<file path="config.mk">
export PLATFORM = sky130hd
export DESIGN_NAME = pedometer_step_detector_flat
export DESIGN_NICKNAME = d
export VERILOG_FILES = /design/src/rtl/psd_pkg.sv /design/src/rtl/psd_if.sv /design/src/rtl/psd_sequencer.sv /design/src/rtl/psd_datapath.sv /design/src/rtl/pedometer_step_detector.sv /design/src/flat_wrapper.sv
export SDC_FILE = /design/constraint.sdc
export NUM_CORES = 2
export LEC_CHECK = 0
export BUFFER_PORTS_ARGS = -buffer_cell sky130_fd_sc_hd__buf_4
export CAP_MARGIN = 15
export CORE_MARGIN = 5
export CORE_UTILIZATION = 41
export CTS_BUF_LIST = sky130_fd_sc_hd__clkbuf_4
export CTS_CLUSTER_DIAMETER = 80
export DETAILED_ROUTE_END_ITERATION = 16
export PLACE_DENSITY_LB_ADDON = 0.15
export SLEW_MARGIN = 15
export SYNTH_ARGS = -nofsm -noshare
export SYNTH_HDL_FRONTEND = slang
export SYNTH_SLANG_ARGS = --single-unit
</file>
<file path="constraint.sdc">
create_clock -name clk -period 17.7 [get_ports clk]
set_input_delay 2.655 -clock clk [delete_from_list [all_inputs] [get_ports clk]]
set_output_delay 2.655 -clock clk [all_outputs]
set_load 0.03 [all_outputs]
</file>
<file path="src/rtl/psd_pkg.sv">
`timescale 1ns / 1ps
`default_nettype none

package psd_pkg;

    // Configuration port geometry.
    localparam int CFG_IDX_W  = 3;
    localparam int CFG_DATA_W = 16;

    typedef logic [CFG_IDX_W-1:0] cfg_idx_t;

    // Register indexes on the configuration port.
    localparam cfg_idx_t REG_THRESHOLD    = 3'd0;
    localparam cfg_idx_t REG_MIN_INTERVAL = 3'd1;
    localparam cfg_idx_t REG_MAX_HIGH     = 3'd2;
    localparam cfg_idx_t REG_MIN_SWING    = 3'd3;
    localparam cfg_idx_t REG_SMOOTHING    = 3'd4;

    // Register reset values.
    localparam logic [15:0] THRESHOLD_RESET    = 16'd1150;
    localparam logic [15:0] MIN_INTERVAL_RESET = 16'd500;
    localparam logic [15:0] MAX_HIGH_RESET     = 16'd2000;
    localparam logic [15:0] MIN_SWING_RESET    = 16'd150;
    localparam logic [8:0]  SMOOTHING_RESET    = 9'd51;

    typedef struct packed {
        logic [15:0] threshold_mg;
        logic [15:0] min_interval_ms;
        logic [15:0] max_high_ms;
        logic [15:0] min_swing_mg;
        logic [8:0]  smoothing_q8;
    } cfg_regs_t;

    // Datapath constants.
    localparam logic [23:0] LEVEL_RESET  = 24'd256000;
    localparam logic [23:0] TROUGH_RESET = 24'd512000;
    localparam logic [18:0] STRIDE_NUM   = 19'd375000;
    localparam logic [10:0] STRIDE_MIN   = 11'd400;
    localparam logic [10:0] STRIDE_MAX   = 11'd1200;
    localparam logic [8:0]  WEIGHT_FULL  = 9'd256;
    localparam logic [32:0] ROUND_HALF   = 33'd128;

    // Loop counter start values: the loop runs one more time than the start value.
    localparam logic [4:0] SQRT_LAST = 5'd15;
    localparam logic [4:0] DIV_LAST  = 5'd18;

    // Program addresses.
    typedef logic [4:0] step_t;

    localparam step_t ST_IDLE      = 5'd0;
    localparam step_t ST_SQ_X      = 5'd1;
    localparam step_t ST_SQ_Y      = 5'd2;
    localparam step_t ST_SQ_Z      = 5'd3;
    localparam step_t ST_SUM       = 5'd4;
    localparam step_t ST_SQRT_INIT = 5'd5;
    localparam step_t ST_SQRT_LOOP = 5'd6;
    localparam step_t ST_FLT_A     = 5'd7;
    localparam step_t ST_FLT_B     = 5'd8;
    localparam step_t ST_FLT_C     = 5'd9;
    localparam step_t ST_LEVEL     = 5'd10;
    localparam step_t ST_EXTREMES  = 5'd11;
    localparam step_t ST_TIMEOUT   = 5'd12;
    localparam step_t ST_EDGE      = 5'd13;
    localparam step_t ST_FALL      = 5'd14;
    localparam step_t ST_DIV_INIT  = 5'd15;
    localparam step_t ST_DIV_LOOP  = 5'd16;
    localparam step_t ST_CLAMP     = 5'd17;
    localparam step_t ST_DIST      = 5'd18;
    localparam step_t ST_FINISH    = 5'd19;

    // Datapath operation of one step.
    typedef enum logic [3:0] {
        OP_NONE,
        OP_LOAD,
        OP_SQRT_INIT,
        OP_SQRT_ITER,
        OP_LEVEL,
        OP_EXTREMES,
        OP_TIMEOUT,
        OP_EDGE,
        OP_FALL,
        OP_DIV_INIT,
        OP_DIV_ITER,
        OP_CLAMP,
        OP_DIST,
        OP_EMIT
    } dp_op_t;

    // Multiplier operand selection.
    typedef enum logic [2:0] {
        MUL_NONE,
        MUL_SQX,
        MUL_SQY,
        MUL_SQZ,
        MUL_FNEW,
        MUL_FOLD
    } mul_sel_t;

    // Accumulator operation.
    typedef enum logic [1:0] {
        ACC_HOLD,
        ACC_LOAD,
        ACC_ADD,
        ACC_LOAD_RND
    } acc_op_t;

    // Jump conditions.
    typedef enum logic [2:0] {
        COND_NEVER,
        COND_FIRE,
        COND_LOOP,
        COND_NO_FALL,
        COND_NO_STEP,
        COND_OUT_FREE
    } cond_t;

    // One control word of the program.
    typedef struct packed {
        dp_op_t   op;
        mul_sel_t mul;
        acc_op_t  acc;
        cond_t    cond;
        logic     stay;
        step_t    target;
    } ucode_t;

    // Datapath flags seen by the sequencer.
    typedef struct packed {
        logic fire;
        logic loop;
        logic fall;
        logic step_ok;
        logic out_free;
    } status_t;

    // Control store.
    function automatic ucode_t ucode(input step_t step);
        ucode_t w;
        w = '{op: OP_NONE, mul: MUL_NONE, acc: ACC_HOLD, cond: COND_NEVER,
              stay: 1'b0, target: ST_IDLE};
        case (step)
            ST_IDLE:
            begin
                w.op     = OP_LOAD;
                w.cond   = COND_FIRE;
                w.stay   = 1'b1;
                w.target = ST_SQ_X;
            end
            ST_SQ_X:
            begin
                w.mul = MUL_SQX;
            end
            ST_SQ_Y:
            begin
                w.mul = MUL_SQY;
                w.acc = ACC_LOAD;
            end
            ST_SQ_Z:
            begin
                w.mul = MUL_SQZ;
                w.acc = ACC_ADD;
            end
            ST_SUM:
            begin
                w.acc = ACC_ADD;
            end
            ST_SQRT_INIT:
            begin
                w.op = OP_SQRT_INIT;
            end
            ST_SQRT_LOOP:
            begin
                w.op     = OP_SQRT_ITER;
                w.cond   = COND_LOOP;
                w.target = ST_SQRT_LOOP;
            end
            ST_FLT_A:
            begin
                w.mul = MUL_FNEW;
            end
            ST_FLT_B:
            begin
                w.mul = MUL_FOLD;
                w.acc = ACC_LOAD_RND;
            end
            ST_FLT_C:
            begin
                w.acc = ACC_ADD;
            end
            ST_LEVEL:
            begin
                w.op = OP_LEVEL;
            end
            ST_EXTREMES:
            begin
                w.op = OP_EXTREMES;
            end
            ST_TIMEOUT:
            begin
                w.op = OP_TIMEOUT;
            end
            ST_EDGE:
            begin
                w.op     = OP_EDGE;
                w.cond   = COND_NO_FALL;
                w.target = ST_FINISH;
            end
            ST_FALL:
            begin
                w.op = OP_FALL;
            end
            ST_DIV_INIT:
            begin
                w.op     = OP_DIV_INIT;
                w.cond   = COND_NO_STEP;
                w.target = ST_FINISH;
            end
            ST_DIV_LOOP:
            begin
                w.op     = OP_DIV_ITER;
                w.cond   = COND_LOOP;
                w.target = ST_DIV_LOOP;
            end
            ST_CLAMP:
            begin
                w.op = OP_CLAMP;
            end
            ST_DIST:
            begin
                w.op = OP_DIST;
            end
            ST_FINISH:
            begin
                w.op     = OP_EMIT;
                w.cond   = COND_OUT_FREE;
                w.stay   = 1'b1;
                w.target = ST_IDLE;
            end
            default:
            begin
                w.cond   = COND_FIRE;
                w.target = ST_IDLE;
            end
        endcase
        return w;
    endfunction

endpackage

`default_nettype wire

</file>
<file path="src/rtl/psd_if.sv">
`timescale 1ns / 1ps
`default_nettype none

// Sample channel: one beat per accelerometer sample.
interface psd_sample_if;
    logic               valid;
    logic               ready;
    logic signed [15:0] accel_x;
    logic signed [15:0] accel_y;
    logic signed [15:0] accel_z;
    logic [31:0]        time_ms;

    modport source (output valid, output accel_x, output accel_y, output accel_z,
                    output time_ms, input ready);
    modport sink   (input valid, input accel_x, input accel_y, input accel_z,
                    input time_ms, output ready);
endinterface

// Result channel: one beat per sample.
interface psd_result_if;
    logic        valid;
    logic        ready;
    logic        step_event;
    logic [10:0] step_length_mm;
    logic [31:0] steps_total;
    logic [31:0] distance_mm;
    logic [23:0] smoothed_magnitude;

    modport source (output valid, output step_event, output step_length_mm,
                    output steps_total, output distance_mm,
                    output smoothed_magnitude, input ready);
    modport sink   (input valid, input step_event, input step_length_mm,
                    input steps_total, input distance_mm,
                    input smoothed_magnitude, output ready);
endinterface

// Configuration write channel.
interface psd_cfg_if;
    logic                            valid;
    logic                            ready;
    logic [psd_pkg::CFG_IDX_W-1:0]   index;
    logic [psd_pkg::CFG_DATA_W-1:0]  data;

    modport source (output valid, output index, output data, input ready);
    modport sink   (input valid, input index, input data, output ready);
endinterface

`default_nettype wire

</file>
<file path="src/rtl/psd_sequencer.sv">
`timescale 1ns / 1ps
`default_nettype none

module psd_sequencer
(
    input  wire logic             clk,
    input  wire logic             rst_n,
    input  wire psd_pkg::status_t status,
    output psd_pkg::ucode_t       ctrl
);

    psd_pkg::step_t pc_reg;
    psd_pkg::step_t pc_next;
    logic           take;

    // Fetch the control word of the current step.
    always_comb
    begin
        ctrl = psd_pkg::ucode(pc_reg);
    end

    // Evaluate the jump condition.
    always_comb
    begin
        case (ctrl.cond)
            psd_pkg::COND_NEVER:    take = 1'b0;
            psd_pkg::COND_FIRE:     take = status.fire;
            psd_pkg::COND_LOOP:     take = status.loop;
            psd_pkg::COND_NO_FALL:  take = !status.fall;
            psd_pkg::COND_NO_STEP:  take = !status.step_ok;
            psd_pkg::COND_OUT_FREE: take = status.out_free;
            default:                take = 1'b0;
        endcase
    end

    // Next step: jump, hold, or fall through.
    always_comb
    begin
        if (take)
        begin
            pc_next = ctrl.target;
        end
        else if (ctrl.stay)
        begin
            pc_next = pc_reg;
        end
        else
        begin
            pc_next = pc_reg + 5'd1;
        end
    end

    // Step counter.
    always_ff @(posedge clk or negedge rst_n)
    begin
        if (!rst_n)
        begin
            pc_reg <= psd_pkg::ST_IDLE;
        end
        else
        begin
            pc_reg <= pc_next;
        end
    end

endmodule

`default_nettype wire

</file>
<file path="src/rtl/psd_datapath.sv">
`timescale 1ns / 1ps
`default_nettype none

module psd_datapath
(
    input  wire logic               clk,
    input  wire logic               rst_n,
    input  wire psd_pkg::cfg_regs_t cfg_regs,
    input  wire psd_pkg::ucode_t    ctrl,
    output psd_pkg::status_t        status,
    psd_sample_if.sink              samples,
    psd_result_if.source            results
);

    // Sample registers.
    logic signed [15:0] ax_reg;
    logic signed [15:0] ay_reg;
    logic signed [15:0] az_reg;
    logic [31:0]        now_reg;

    // Multiplier and accumulator.
    logic [23:0] mul_a;
    logic [15:0] mul_b;
    logic [39:0] prod_reg;
    logic [32:0] acc_reg;
    logic [32:0] acc_next;

    // Square root and divider state.
    logic [31:0] rad_reg;
    logic [17:0] rem_reg;
    logic [15:0] root_reg;
    logic [4:0]  cnt_reg;
    logic [18:0] num_reg;
    logic [18:0] drem_reg;

    // Detector state.
    logic [23:0] filt_reg;
    logic [23:0] peak_reg;
    logic [23:0] trough_reg;
    logic        armed_reg;
    logic [31:0] rise_reg;
    logic [31:0] last_reg;
    logic        tmo_reg;
    logic [31:0] elap_reg;
    logic        ok_reg;
    logic        event_reg;
    logic [10:0] stride_reg;
    logic [31:0] tally_reg;
    logic [31:0] dist_reg;

    // Output register.
    logic        out_valid_reg;
    logic        out_event_reg;
    logic [10:0] out_stride_reg;
    logic [31:0] out_tally_reg;
    logic [31:0] out_dist_reg;
    logic [23:0] out_level_reg;

    // Combinational helpers.
    logic        fire;
    logic        out_free;
    logic        emit;
    logic [15:0] abs_x;
    logic [15:0] abs_y;
    logic [15:0] abs_z;
    logic [8:0]  w_new;
    logic [8:0]  w_old;
    logic [23:0] thr_q;
    logic [19:0] sq_trial;
    logic [19:0] sq_sub;
    logic        sq_ge;
    logic [19:0] sq_diff;
    logic [19:0] dv_trial;
    logic        dv_ge;
    logic [19:0] dv_diff;
    logic [31:0] rise_delta;
    logic        swing_ok;
    logic [10:0] stride_clamp;
    logic [32:0] dist_sum;

    // Handshakes.
    assign samples.ready = (ctrl.op == psd_pkg::OP_LOAD);
    assign fire          = samples.valid && samples.ready;
    assign out_free      = !out_valid_reg || results.ready;
    assign emit          = (ctrl.op == psd_pkg::OP_EMIT) && out_free;

    assign status.fire     = fire;
    assign status.loop     = (cnt_reg != 5'd0);
    assign status.fall     = armed_reg && (filt_reg < thr_q);
    assign status.step_ok  = ok_reg;
    assign status.out_free = out_free;

    // Magnitudes of the axes and filter weights.
    assign abs_x = ax_reg[15] ? 16'(-ax_reg) : ax_reg;
    assign abs_y = ay_reg[15] ? 16'(-ay_reg) : ay_reg;
    assign abs_z = az_reg[15] ? 16'(-az_reg) : az_reg;
    assign w_new = (cfg_regs.smoothing_q8 > psd_pkg::WEIGHT_FULL) ?
                   psd_pkg::WEIGHT_FULL : cfg_regs.smoothing_q8;
    assign w_old = psd_pkg::WEIGHT_FULL - w_new;
    assign thr_q = {cfg_regs.threshold_mg, 8'd0};

    // Multiplier operand selection.
    always_comb
    begin
        case (ctrl.mul)
            psd_pkg::MUL_SQX:
            begin
                mul_a = {8'd0, abs_x};
                mul_b = abs_x;
            end
            psd_pkg::MUL_SQY:
            begin
                mul_a = {8'd0, abs_y};
                mul_b = abs_y;
            end
            psd_pkg::MUL_SQZ:
            begin
                mul_a = {8'd0, abs_z};
                mul_b = abs_z;
            end
            psd_pkg::MUL_FNEW:
            begin
                mul_a = {root_reg, 8'd0};
                mul_b = {7'd0, w_new};
            end
            psd_pkg::MUL_FOLD:
            begin
                mul_a = filt_reg;
                mul_b = {7'd0, w_old};
            end
            default:
            begin
                mul_a = 24'd0;
                mul_b = 16'd0;
            end
        endcase
    end

    // Accumulator next value.
    always_comb
    begin
        case (ctrl.acc)
            psd_pkg::ACC_LOAD:     acc_next = prod_reg[32:0];
            psd_pkg::ACC_ADD:      acc_next = acc_reg + prod_reg[32:0];
            psd_pkg::ACC_LOAD_RND: acc_next = prod_reg[32:0] + psd_pkg::ROUND_HALF;
            default:               acc_next = acc_reg;
        endcase
    end

    // One digit of the square root: two radicand bits per step.
    assign sq_trial = {rem_reg, rad_reg[31:30]};
    assign sq_sub   = {2'd0, root_reg, 2'b01};
    assign sq_ge    = (sq_trial >= sq_sub);
    assign sq_diff  = sq_trial - sq_sub;

    // One bit of the stride division.
    assign dv_trial = {drem_reg, num_reg[18]};
    assign dv_ge    = ({12'd0, dv_trial} >= elap_reg);
    assign dv_diff  = dv_trial - elap_reg[19:0];

    // Detector comparisons.
    assign rise_delta = now_reg - rise_reg;
    assign swing_ok   = (peak_reg > trough_reg) &&
                        ((peak_reg - trough_reg) > {cfg_regs.min_swing_mg, 8'd0});

    // Stride limits and saturating distance.
    always_comb
    begin
        if (num_reg < {8'd0, psd_pkg::STRIDE_MIN})
        begin
            stride_clamp = psd_pkg::STRIDE_MIN;
        end
        else if (num_reg > {8'd0, psd_pkg::STRIDE_MAX})
        begin
            stride_clamp = psd_pkg::STRIDE_MAX;
        end
        else
        begin
            stride_clamp = num_reg[10:0];
        end
    end

    assign dist_sum = {1'b0, dist_reg} + {22'd0, stride_reg};

    // Detector state and counters, cleared by reset.
    always_ff @(posedge clk or negedge rst_n)
    begin
        if (!rst_n)
        begin
            filt_reg      <= psd_pkg::LEVEL_RESET;
            peak_reg      <= 24'd0;
            trough_reg    <= psd_pkg::TROUGH_RESET;
            armed_reg     <= 1'b0;
            rise_reg      <= 32'd0;
            last_reg      <= 32'd0;
            tally_reg     <= 32'd0;
            dist_reg      <= 32'd0;
            cnt_reg       <= 5'd0;
            out_valid_reg <= 1'b0;
        end
        else
        begin
            case (ctrl.op)
                psd_pkg::OP_SQRT_INIT:
                begin
                    cnt_reg <= psd_pkg::SQRT_LAST;
                end
                psd_pkg::OP_SQRT_ITER, psd_pkg::OP_DIV_ITER:
                begin
                    cnt_reg <= cnt_reg - 5'd1;
                end
                psd_pkg::OP_DIV_INIT:
                begin
                    cnt_reg <= psd_pkg::DIV_LAST;
                end
                psd_pkg::OP_LEVEL:
                begin
                    filt_reg <= acc_reg[31:8];
                end
                psd_pkg::OP_EXTREMES:
                begin
                    if (filt_reg > peak_reg)
                    begin
                        peak_reg <= filt_reg;
                    end
                    if (filt_reg < trough_reg)
                    begin
                        trough_reg <= filt_reg;
                    end
                end
                psd_pkg::OP_TIMEOUT:
                begin
                    if (tmo_reg)
                    begin
                        armed_reg  <= 1'b0;
                        peak_reg   <= 24'd0;
                        trough_reg <= psd_pkg::TROUGH_RESET;
                    end
                end
                psd_pkg::OP_EDGE:
                begin
                    if (!armed_reg && (filt_reg > thr_q))
                    begin
                        armed_reg <= 1'b1;
                        rise_reg  <= now_reg;
                    end
                end
                psd_pkg::OP_FALL:
                begin
                    armed_reg  <= 1'b0;
                    peak_reg   <= 24'd0;
                    trough_reg <= psd_pkg::TROUGH_RESET;
                end
                psd_pkg::OP_CLAMP:
                begin
                    last_reg <= now_reg;
                    if (tally_reg != 32'hFFFF_FFFF)
                    begin
                        tally_reg <= tally_reg + 32'd1;
                    end
                end
                psd_pkg::OP_DIST:
                begin
                    dist_reg <= dist_sum[32] ? 32'hFFFF_FFFF : dist_sum[31:0];
                end
                default:
                begin
                end
            endcase

            // Output register: loaded at the end of a sample, freed by a taken beat.
            if (emit)
            begin
                out_valid_reg <= 1'b1;
            end
            else if (results.ready)
            begin
                out_valid_reg <= 1'b0;
            end
        end
    end

    // Working registers without reset.
    always_ff @(posedge clk)
    begin
        if (ctrl.mul != psd_pkg::MUL_NONE)
        begin
            prod_reg <= 40'(mul_a) * 40'(mul_b);
        end
        acc_reg <= acc_next;

        case (ctrl.op)
            psd_pkg::OP_LOAD:
            begin
                if (fire)
                begin
                    ax_reg     <= samples.accel_x;
                    ay_reg     <= samples.accel_y;
                    az_reg     <= samples.accel_z;
                    now_reg    <= samples.time_ms;
                    event_reg  <= 1'b0;
                    stride_reg <= 11'd0;
                end
            end
            psd_pkg::OP_SQRT_INIT:
            begin
                rad_reg  <= acc_reg[31:0];
                rem_reg  <= 18'd0;
                root_reg <= 16'd0;
            end
            psd_pkg::OP_SQRT_ITER:
            begin
                rem_reg  <= sq_ge ? sq_diff[17:0] : sq_trial[17:0];
                root_reg <= {root_reg[14:0], sq_ge};
                rad_reg  <= {rad_reg[29:0], 2'b00};
            end
            psd_pkg::OP_EXTREMES:
            begin
                tmo_reg <= armed_reg && (rise_delta > {16'd0, cfg_regs.max_high_ms});
            end
            psd_pkg::OP_TIMEOUT:
            begin
                elap_reg <= now_reg - last_reg;
            end
            psd_pkg::OP_FALL:
            begin
                ok_reg <= (elap_reg > {16'd0, cfg_regs.min_interval_ms}) && swing_ok;
            end
            psd_pkg::OP_DIV_INIT:
            begin
                num_reg  <= psd_pkg::STRIDE_NUM;
                drem_reg <= 19'd0;
            end
            psd_pkg::OP_DIV_ITER:
            begin
                drem_reg <= dv_ge ? dv_diff[18:0] : dv_trial[18:0];
                num_reg  <= {num_reg[17:0], dv_ge};
            end
            psd_pkg::OP_CLAMP:
            begin
                event_reg  <= 1'b1;
                stride_reg <= stride_clamp;
            end
            default:
            begin
            end
        endcase

        if (emit)
        begin
            out_event_reg  <= event_reg;
            out_stride_reg <= stride_reg;
            out_tally_reg  <= tally_reg;
            out_dist_reg   <= dist_reg;
            out_level_reg  <= filt_reg;
        end
    end

    // Result channel.
    assign results.valid              = out_valid_reg;
    assign results.step_event         = out_event_reg;
    assign results.step_length_mm     = out_stride_reg;
    assign results.steps_total        = out_tally_reg;
    assign results.distance_mm        = out_dist_reg;
    assign results.smoothed_magnitude = out_level_reg;

    // The step count never goes backward.
    a_tally_monotonic: assert property (@(posedge clk) disable iff (!rst_n)
        1'b1 |=> tally_reg >= $past(tally_reg))
        else $error("step count decreased");

    // A counted step always carries a clamped stride.
    a_stride_range: assert property (@(posedge clk) disable iff (!rst_n)
        (ctrl.op == psd_pkg::OP_CLAMP) |=> event_reg &&
        (stride_reg >= psd_pkg::STRIDE_MIN) && (stride_reg <= psd_pkg::STRIDE_MAX))
        else $error("stride outside its limits");

    // The square root loop stays put until its counter runs out.
    a_sqrt_loop: assert property (@(posedge clk) disable iff (!rst_n)
        (ctrl.op == psd_pkg::OP_SQRT_ITER && cnt_reg != 5'd0) |=>
        ctrl.op == psd_pkg::OP_SQRT_ITER)
        else $error("square root loop left early");

    // A falling edge disarms and restarts the extreme tracking.
    a_fall_resets: assert property (@(posedge clk) disable iff (!rst_n)
        (ctrl.op == psd_pkg::OP_FALL) |=>
        !armed_reg && (peak_reg == 24'd0) && (trough_reg == psd_pkg::TROUGH_RESET))
        else $error("falling edge did not reset the detector");

endmodule

`default_nettype wire

</file>
<file path="src/rtl/pedometer_step_detector.sv">
`timescale 1ns / 1ps
`default_nettype none

// Threshold pedometer. Each sample beat carries three signed axes in mg and a
// wrapping millisecond timestamp. Each sample produces exactly one result beat with the
// smoothed magnitude (unsigned Q16.8), a step flag, the stride of that step and
// saturating step and distance totals. A small microcoded sequencer drives a
// single shared multiplier, a two-bit-per-cycle square root and a one-bit-per-cycle
// divider. After acceptance a sample is squared and summed, then passes the square
// root loop, the smoothing filter and the level, extreme, timeout and edge steps. A
// falling edge also runs the step check, and a counted step goes on through the
// stride division, the clamp and the distance update. The result is then loaded into
// the output register. The next sample can be accepted in the cycle after the previous
// result is loaded into the output register. The sequencer waits at its last step
// only while an older result has not yet been taken. Configuration writes are always
// ready and should be made while no sample is in flight.
module pedometer_step_detector
(
    input  wire logic     clk,
    input  wire logic     rst_n,
    psd_cfg_if.sink       cfg,
    psd_sample_if.sink    samples,
    psd_result_if.source  results
);

    psd_pkg::cfg_regs_t cfg_regs_reg;
    psd_pkg::ucode_t    ctrl;
    psd_pkg::status_t   status;

    assign cfg.ready = 1'b1;

    // Configuration registers; writes to unused indexes are dropped.
    always_ff @(posedge clk or negedge rst_n)
    begin
        if (!rst_n)
        begin
            cfg_regs_reg.threshold_mg    <= psd_pkg::THRESHOLD_RESET;
            cfg_regs_reg.min_interval_ms <= psd_pkg::MIN_INTERVAL_RESET;
            cfg_regs_reg.max_high_ms     <= psd_pkg::MAX_HIGH_RESET;
            cfg_regs_reg.min_swing_mg    <= psd_pkg::MIN_SWING_RESET;
            cfg_regs_reg.smoothing_q8    <= psd_pkg::SMOOTHING_RESET;
        end
        else if (cfg.valid)
        begin
            case (cfg.index)
                psd_pkg::REG_THRESHOLD:    cfg_regs_reg.threshold_mg    <= cfg.data;
                psd_pkg::REG_MIN_INTERVAL: cfg_regs_reg.min_interval_ms <= cfg.data;
                psd_pkg::REG_MAX_HIGH:     cfg_regs_reg.max_high_ms     <= cfg.data;
                psd_pkg::REG_MIN_SWING:    cfg_regs_reg.min_swing_mg    <= cfg.data;
                psd_pkg::REG_SMOOTHING:    cfg_regs_reg.smoothing_q8    <= cfg.data[8:0];
                default:
                begin
                end
            endcase
        end
    end

    // Program sequencer.
    psd_sequencer u_sequencer
    (
        .clk    (clk),
        .rst_n  (rst_n),
        .status (status),
        .ctrl   (ctrl)
    );

    // Datapath.
    psd_datapath u_datapath
    (
        .clk      (clk),
        .rst_n    (rst_n),
        .cfg_regs (cfg_regs_reg),
        .ctrl     (ctrl),
        .status   (status),
        .samples  (samples),
        .results  (results)
    );

endmodule

`default_nettype wire

</file>
<file path="src/flat_wrapper.sv">
// flat-port wrapper written by rule: the top's interface ports become plain ports
module pedometer_step_detector_flat 
  (clk, rst_n, cfg_valid, cfg_index, cfg_data, cfg_ready, samples_valid, samples_accel_x, samples_accel_y, samples_accel_z, samples_time_ms, samples_ready, results_valid, results_step_event, results_step_length_mm, results_steps_total, results_distance_mm, results_smoothed_magnitude, results_ready);
  psd_cfg_if cfg_i ();
  psd_sample_if samples_i ();
  psd_result_if results_i ();
  input  wire logic clk;
  input  wire logic rst_n;
  input wire logic [$bits(cfg_i.valid)-1:0] cfg_valid;
  input wire logic [$bits(cfg_i.index)-1:0] cfg_index;
  input wire logic [$bits(cfg_i.data)-1:0] cfg_data;
  output wire logic [$bits(cfg_i.ready)-1:0] cfg_ready;
  input wire logic [$bits(samples_i.valid)-1:0] samples_valid;
  input wire logic [$bits(samples_i.accel_x)-1:0] samples_accel_x;
  input wire logic [$bits(samples_i.accel_y)-1:0] samples_accel_y;
  input wire logic [$bits(samples_i.accel_z)-1:0] samples_accel_z;
  input wire logic [$bits(samples_i.time_ms)-1:0] samples_time_ms;
  output wire logic [$bits(samples_i.ready)-1:0] samples_ready;
  output wire logic [$bits(results_i.valid)-1:0] results_valid;
  output wire logic [$bits(results_i.step_event)-1:0] results_step_event;
  output wire logic [$bits(results_i.step_length_mm)-1:0] results_step_length_mm;
  output wire logic [$bits(results_i.steps_total)-1:0] results_steps_total;
  output wire logic [$bits(results_i.distance_mm)-1:0] results_distance_mm;
  output wire logic [$bits(results_i.smoothed_magnitude)-1:0] results_smoothed_magnitude;
  input wire logic [$bits(results_i.ready)-1:0] results_ready;
  assign cfg_i.valid = cfg_valid;
  assign cfg_i.index = cfg_index;
  assign cfg_i.data = cfg_data;
  assign cfg_ready = cfg_i.ready;
  assign samples_i.valid = samples_valid;
  assign samples_i.accel_x = samples_accel_x;
  assign samples_i.accel_y = samples_accel_y;
  assign samples_i.accel_z = samples_accel_z;
  assign samples_i.time_ms = samples_time_ms;
  assign samples_ready = samples_i.ready;
  assign results_valid = results_i.valid;
  assign results_step_event = results_i.step_event;
  assign results_step_length_mm = results_i.step_length_mm;
  assign results_steps_total = results_i.steps_total;
  assign results_distance_mm = results_i.distance_mm;
  assign results_smoothed_magnitude = results_i.smoothed_magnitude;
  assign results_i.ready = results_ready;
  pedometer_step_detector u_core (.clk(clk), .rst_n(rst_n), .cfg(cfg_i), .samples(samples_i), .results(results_i));
endmodule
</file>
==> summary.md <==
| Metric | Value |
|---|---|
| IR drop worst, VDD | 0.0000960 V |
| CTS tree | done |
| Residual DRC | 0 |
| Initial drt markers | 2715 |
| Synth warn | 0 |
| PostCTS Resize Cnt | 0 |
| Htree depth | 4 |
| Pin count of the biggest net entering global routing | 171 |
| Max FFs per register | 73 |
| Die Area | 126000 um^2 |
| Top cells by area, synth | edfxtp_1, dfrtp_1, fa_1 |
| Leakage Power | 24.3 nW |
| Met3 wire length | 8330 um |
| Final Max Tran Viols | 0 |
| Post-route setup slack | 7.15 ns |
| Async set-or-reset flop fraction in the synthesized netlist | 42.0% |
| Crit path capture type | flop |
| Worst-margin pin slew | 1.18 ns |
| Routed WL per cell | 19.6 um |
| Pint | 0.00550 W |
| Hold Violations, Final | 0 |
| Post-synth cell types | 89 |
| Worst min-delay path class | reg -> reg |
| Post-cts hold buffer count | 0 |
| RSZ-0062 raised after global routing | no |
| Synth Register Bits | 679 |
| # IOs | 207 |
| Max Clk Rate | 94.8 MHz |
| Die height | 355 um |
| Worst endpoint required time | 18.51 ns |
| First-pass GRT wire length | 214000 um |
| Register clock-pin slew on the reported worst setup and hold paths | 0.07 ns |
| Detailed placer's ending HPWL | 105000 um |
| # nets final | 6030 |
| Post-synth top area cell | edfxtp_1 |
| M1 WL | 62400 um |
| Root buffer cell | clkbuf_4 |
| Vias/cell | 5.28 |
| Max clock buf depth | 3 |
| Clk Latency, worst-skew pair | 1.15 ns |
| Critical path fanouts, max | 20 |
| Core Area | 118000 um^2 |
| Via count | 36.8k |
| Comb power frac | 56.4% |
| Outcome | complete, no violations |
| Synth-to-Final Area Change | 13.1% |
| Synth Flop Type | edfxtp_1 |
| Post-Synthesis Cells | 4912 |
| Fraction of the yosys area taken by sequential cells | 39.1% |
| Final Skew | 0.0736 ns |
| Final Setup Violations | 0 |
| Port Buf Inserts | 205 |
| Hold Path Depth | 0 |
| Die W | 355 um |
| PD cells | 185 nW/um^2 |
| Synth top area share | 24.3% |
| Syn_area_per_cell | 9.91 um^2 |
| Rows | 126 |
| Placer Congestion | 0.895 |
| Switch share | 46.1% |
| Core Util, Final | 46.7% |
| Clk network pwr share | 15.4% |
| Hold slack | 0.425 ns |
| Total CTS buffers | 189 |
| Synthesized area | 48700 um^2 |
| Initial core utilization | 41.3% |
| Post-synth EDFFs | 394 |
| Rel. slew slack | 20.6% |
| Fin crit share | 59.6% |
| Arr. time, crit path | 11.35 ns |
| Reg power frac | 28.1% |
| Share of cells above drive strength 1 | 14.6% |
| Met2 WL post-DR | 62400 um |
| Switching pwr | 0.00471 W |
| CP Class | reg -> reg |
| Initial antenna violation count | 2 |
| Critical Path Source Type | flop |
| Post-route ant nets | 0 |
| Fin Setup TNS | 0 ns |
| R2R cell count | 27 |
| Pre-CTS setup slack | 7.30 ns |
| Design Power | 0.0102 W |
| Vias in the first global route | 37.3k |
| Minimum clock period | 10.55 ns |
| Grt total ovfl | 0 |
| DR top layer | met4 |
| GRT Resource Usage Total | 21.8% |
| Routed Wire Length | 137000 um |
| Clk sinks | 679 |
| Postcts setup bufs | 0 |
| First drt pass iteration count | 5 |
| Maxcap violations | 0 |
layout make-up:
| type | count | area (um^2) |
|---|---|---|
| Fill cell | 11300 | 62900 |
| Clock inverter | 61 | 442 |
| Clock buffer | 298 | 2240 |
| Antenna cell | 5 | 12.5 |
| Timing Repair Buffer | 268 | 2030 |
| Sequential cell | 679 | 19000 |
| Multi-Input combinational cell | 3492 | 27000 |
| Tap cell | 1536 | 1920 |
| Inverter | 643 | 2410 |
cells in the mapped netlist, types with 44 or more instances:
| cell type | count |
|---|---|
| a21o_1 | 97 |
| a21oi_1 | 236 |
| clkbuf_1 | 121 |
| dfrtp_1 | 246 |
| edfxtp_1 | 394 |
| fa_1 | 286 |
| ha_1 | 367 |
| inv_1 | 642 |
| mux2_2 | 99 |
| mux2i_1 | 65 |
| nand2_1 | 648 |
| nand3_1 | 84 |
| nand4_1 | 44 |
| nor2_1 | 352 |
| nor3_1 | 69 |
| o21a_1 | 57 |
| o21ai_0 | 236 |
| xnor2_1 | 169 |
| xor2_1 | 83 |
path summary, 6_finish.rpt:
check,start,endpoint,slack (ns)
worst max-delay path,u_core.u_sequencer.pc_reg[0]$_DFFE_PN0P_,u_core.u_datapath.prod_reg[31]$_DFFE_PP_,7.15
worst min-delay path,u_core.u_datapath.event_reg$_DFFE_PP_,u_core.u_datapath.results.step_event$_DFFE_PP_,0.42
worst max register to register,u_core.u_sequencer.pc_reg[0]$_DFFE_PN0P_,u_core.u_datapath.prod_reg[31]$_DFFE_PP_,7.15
worst min register to register,u_core.u_datapath.event_reg$_DFFE_PP_,u_core.u_datapath.results.step_event$_DFFE_PP_,0.42
max in group asynchronous,rst_n,u_core.u_datapath.tally_reg[11]$_DFFE_PN0P_,14.13
min in group asynchronous,rst_n,u_core.u_datapath.rise_reg[29]$_DFFE_PN0P_,1.51
metal layers:
layer | global-route usage (%) | vias up
li1 | - | 17600
met1 | 30.0 | 17900
met2 | 34.9 | 1054
met3 | 4.33 | 223
met4 | 6.73 | 0
met5 | 0 | -
power by group through the flow:
stage,combinational [W],sequential (W),clock (W)
floorplan,0.00421,0.00270,0
global placement,0.00568,0.00290,0
detailed placement,0.00574,0.00290,0
CTS,0.00578,0.00287,0.00163
global route,0.00648,0.00292,0.00172
finish,0.00576,0.00287,0.00158
critical path, stage by stage, from the launching register on:
cell,delay (ns)
dfrtp_1,0.41
ha_1,0.63
nor2_1,0.12
a221oi_1,0.34
nand3b_1,0.55
nor2_1,0.22
nor2_1,0.82
nand2_1,0.49
nand2_1,0.23
fa_1,0.43
fa_1,0.49
fa_1,0.52
inv_1,0.05
fa_1,0.48
fa_1,0.55
inv_1,0.05
fa_1,0.54
inv_1,0.04
ha_1,0.35
a21o_1,0.18
a221o_1,0.34
a21oi_1,0.29
o211ai_1,0.27
a221oi_1,0.67
a22oi_1,0.26
and4_1,0.26
a2111oi_0,0.48
xnor2_1,0.15
cells by family after synthesis:
logic type / share of synthesized area [%]
AOI/OAI and AO/OA: 11.8
other: 0.0154
DFF: 39.1
muxes: 3.63
and+or+nand+nor: 13.7
xor gates and xnor gates: 4.53
adders and majority gates: 21.2
buffers and inverters: 5.97
through the flow:
| step | instances | area, um^2 |
|---|---|---|
| after CTS | 6977 | 55000 |
| final | 6982 | 55100 |
| after detailed placement | 6618 | 52400 |
| after global routing | 6981 | 55100 |
| after global placement | 6618 | 52400 |
| after floorplan | 4942 | 48800 |
cells in the final DEF, fill, tap and decap left out, drive strengths merged, types with 169 or more instances in the layout:
cell type	count
edfxtp	394
dfrtp	246
clkbuf	298
ha	367
fa	286
buf	268
inv	649
xnor2	169
nand2	648
nor2	353
a21oi	237
o21ai	244
Power figures use the tool's default switching activity.
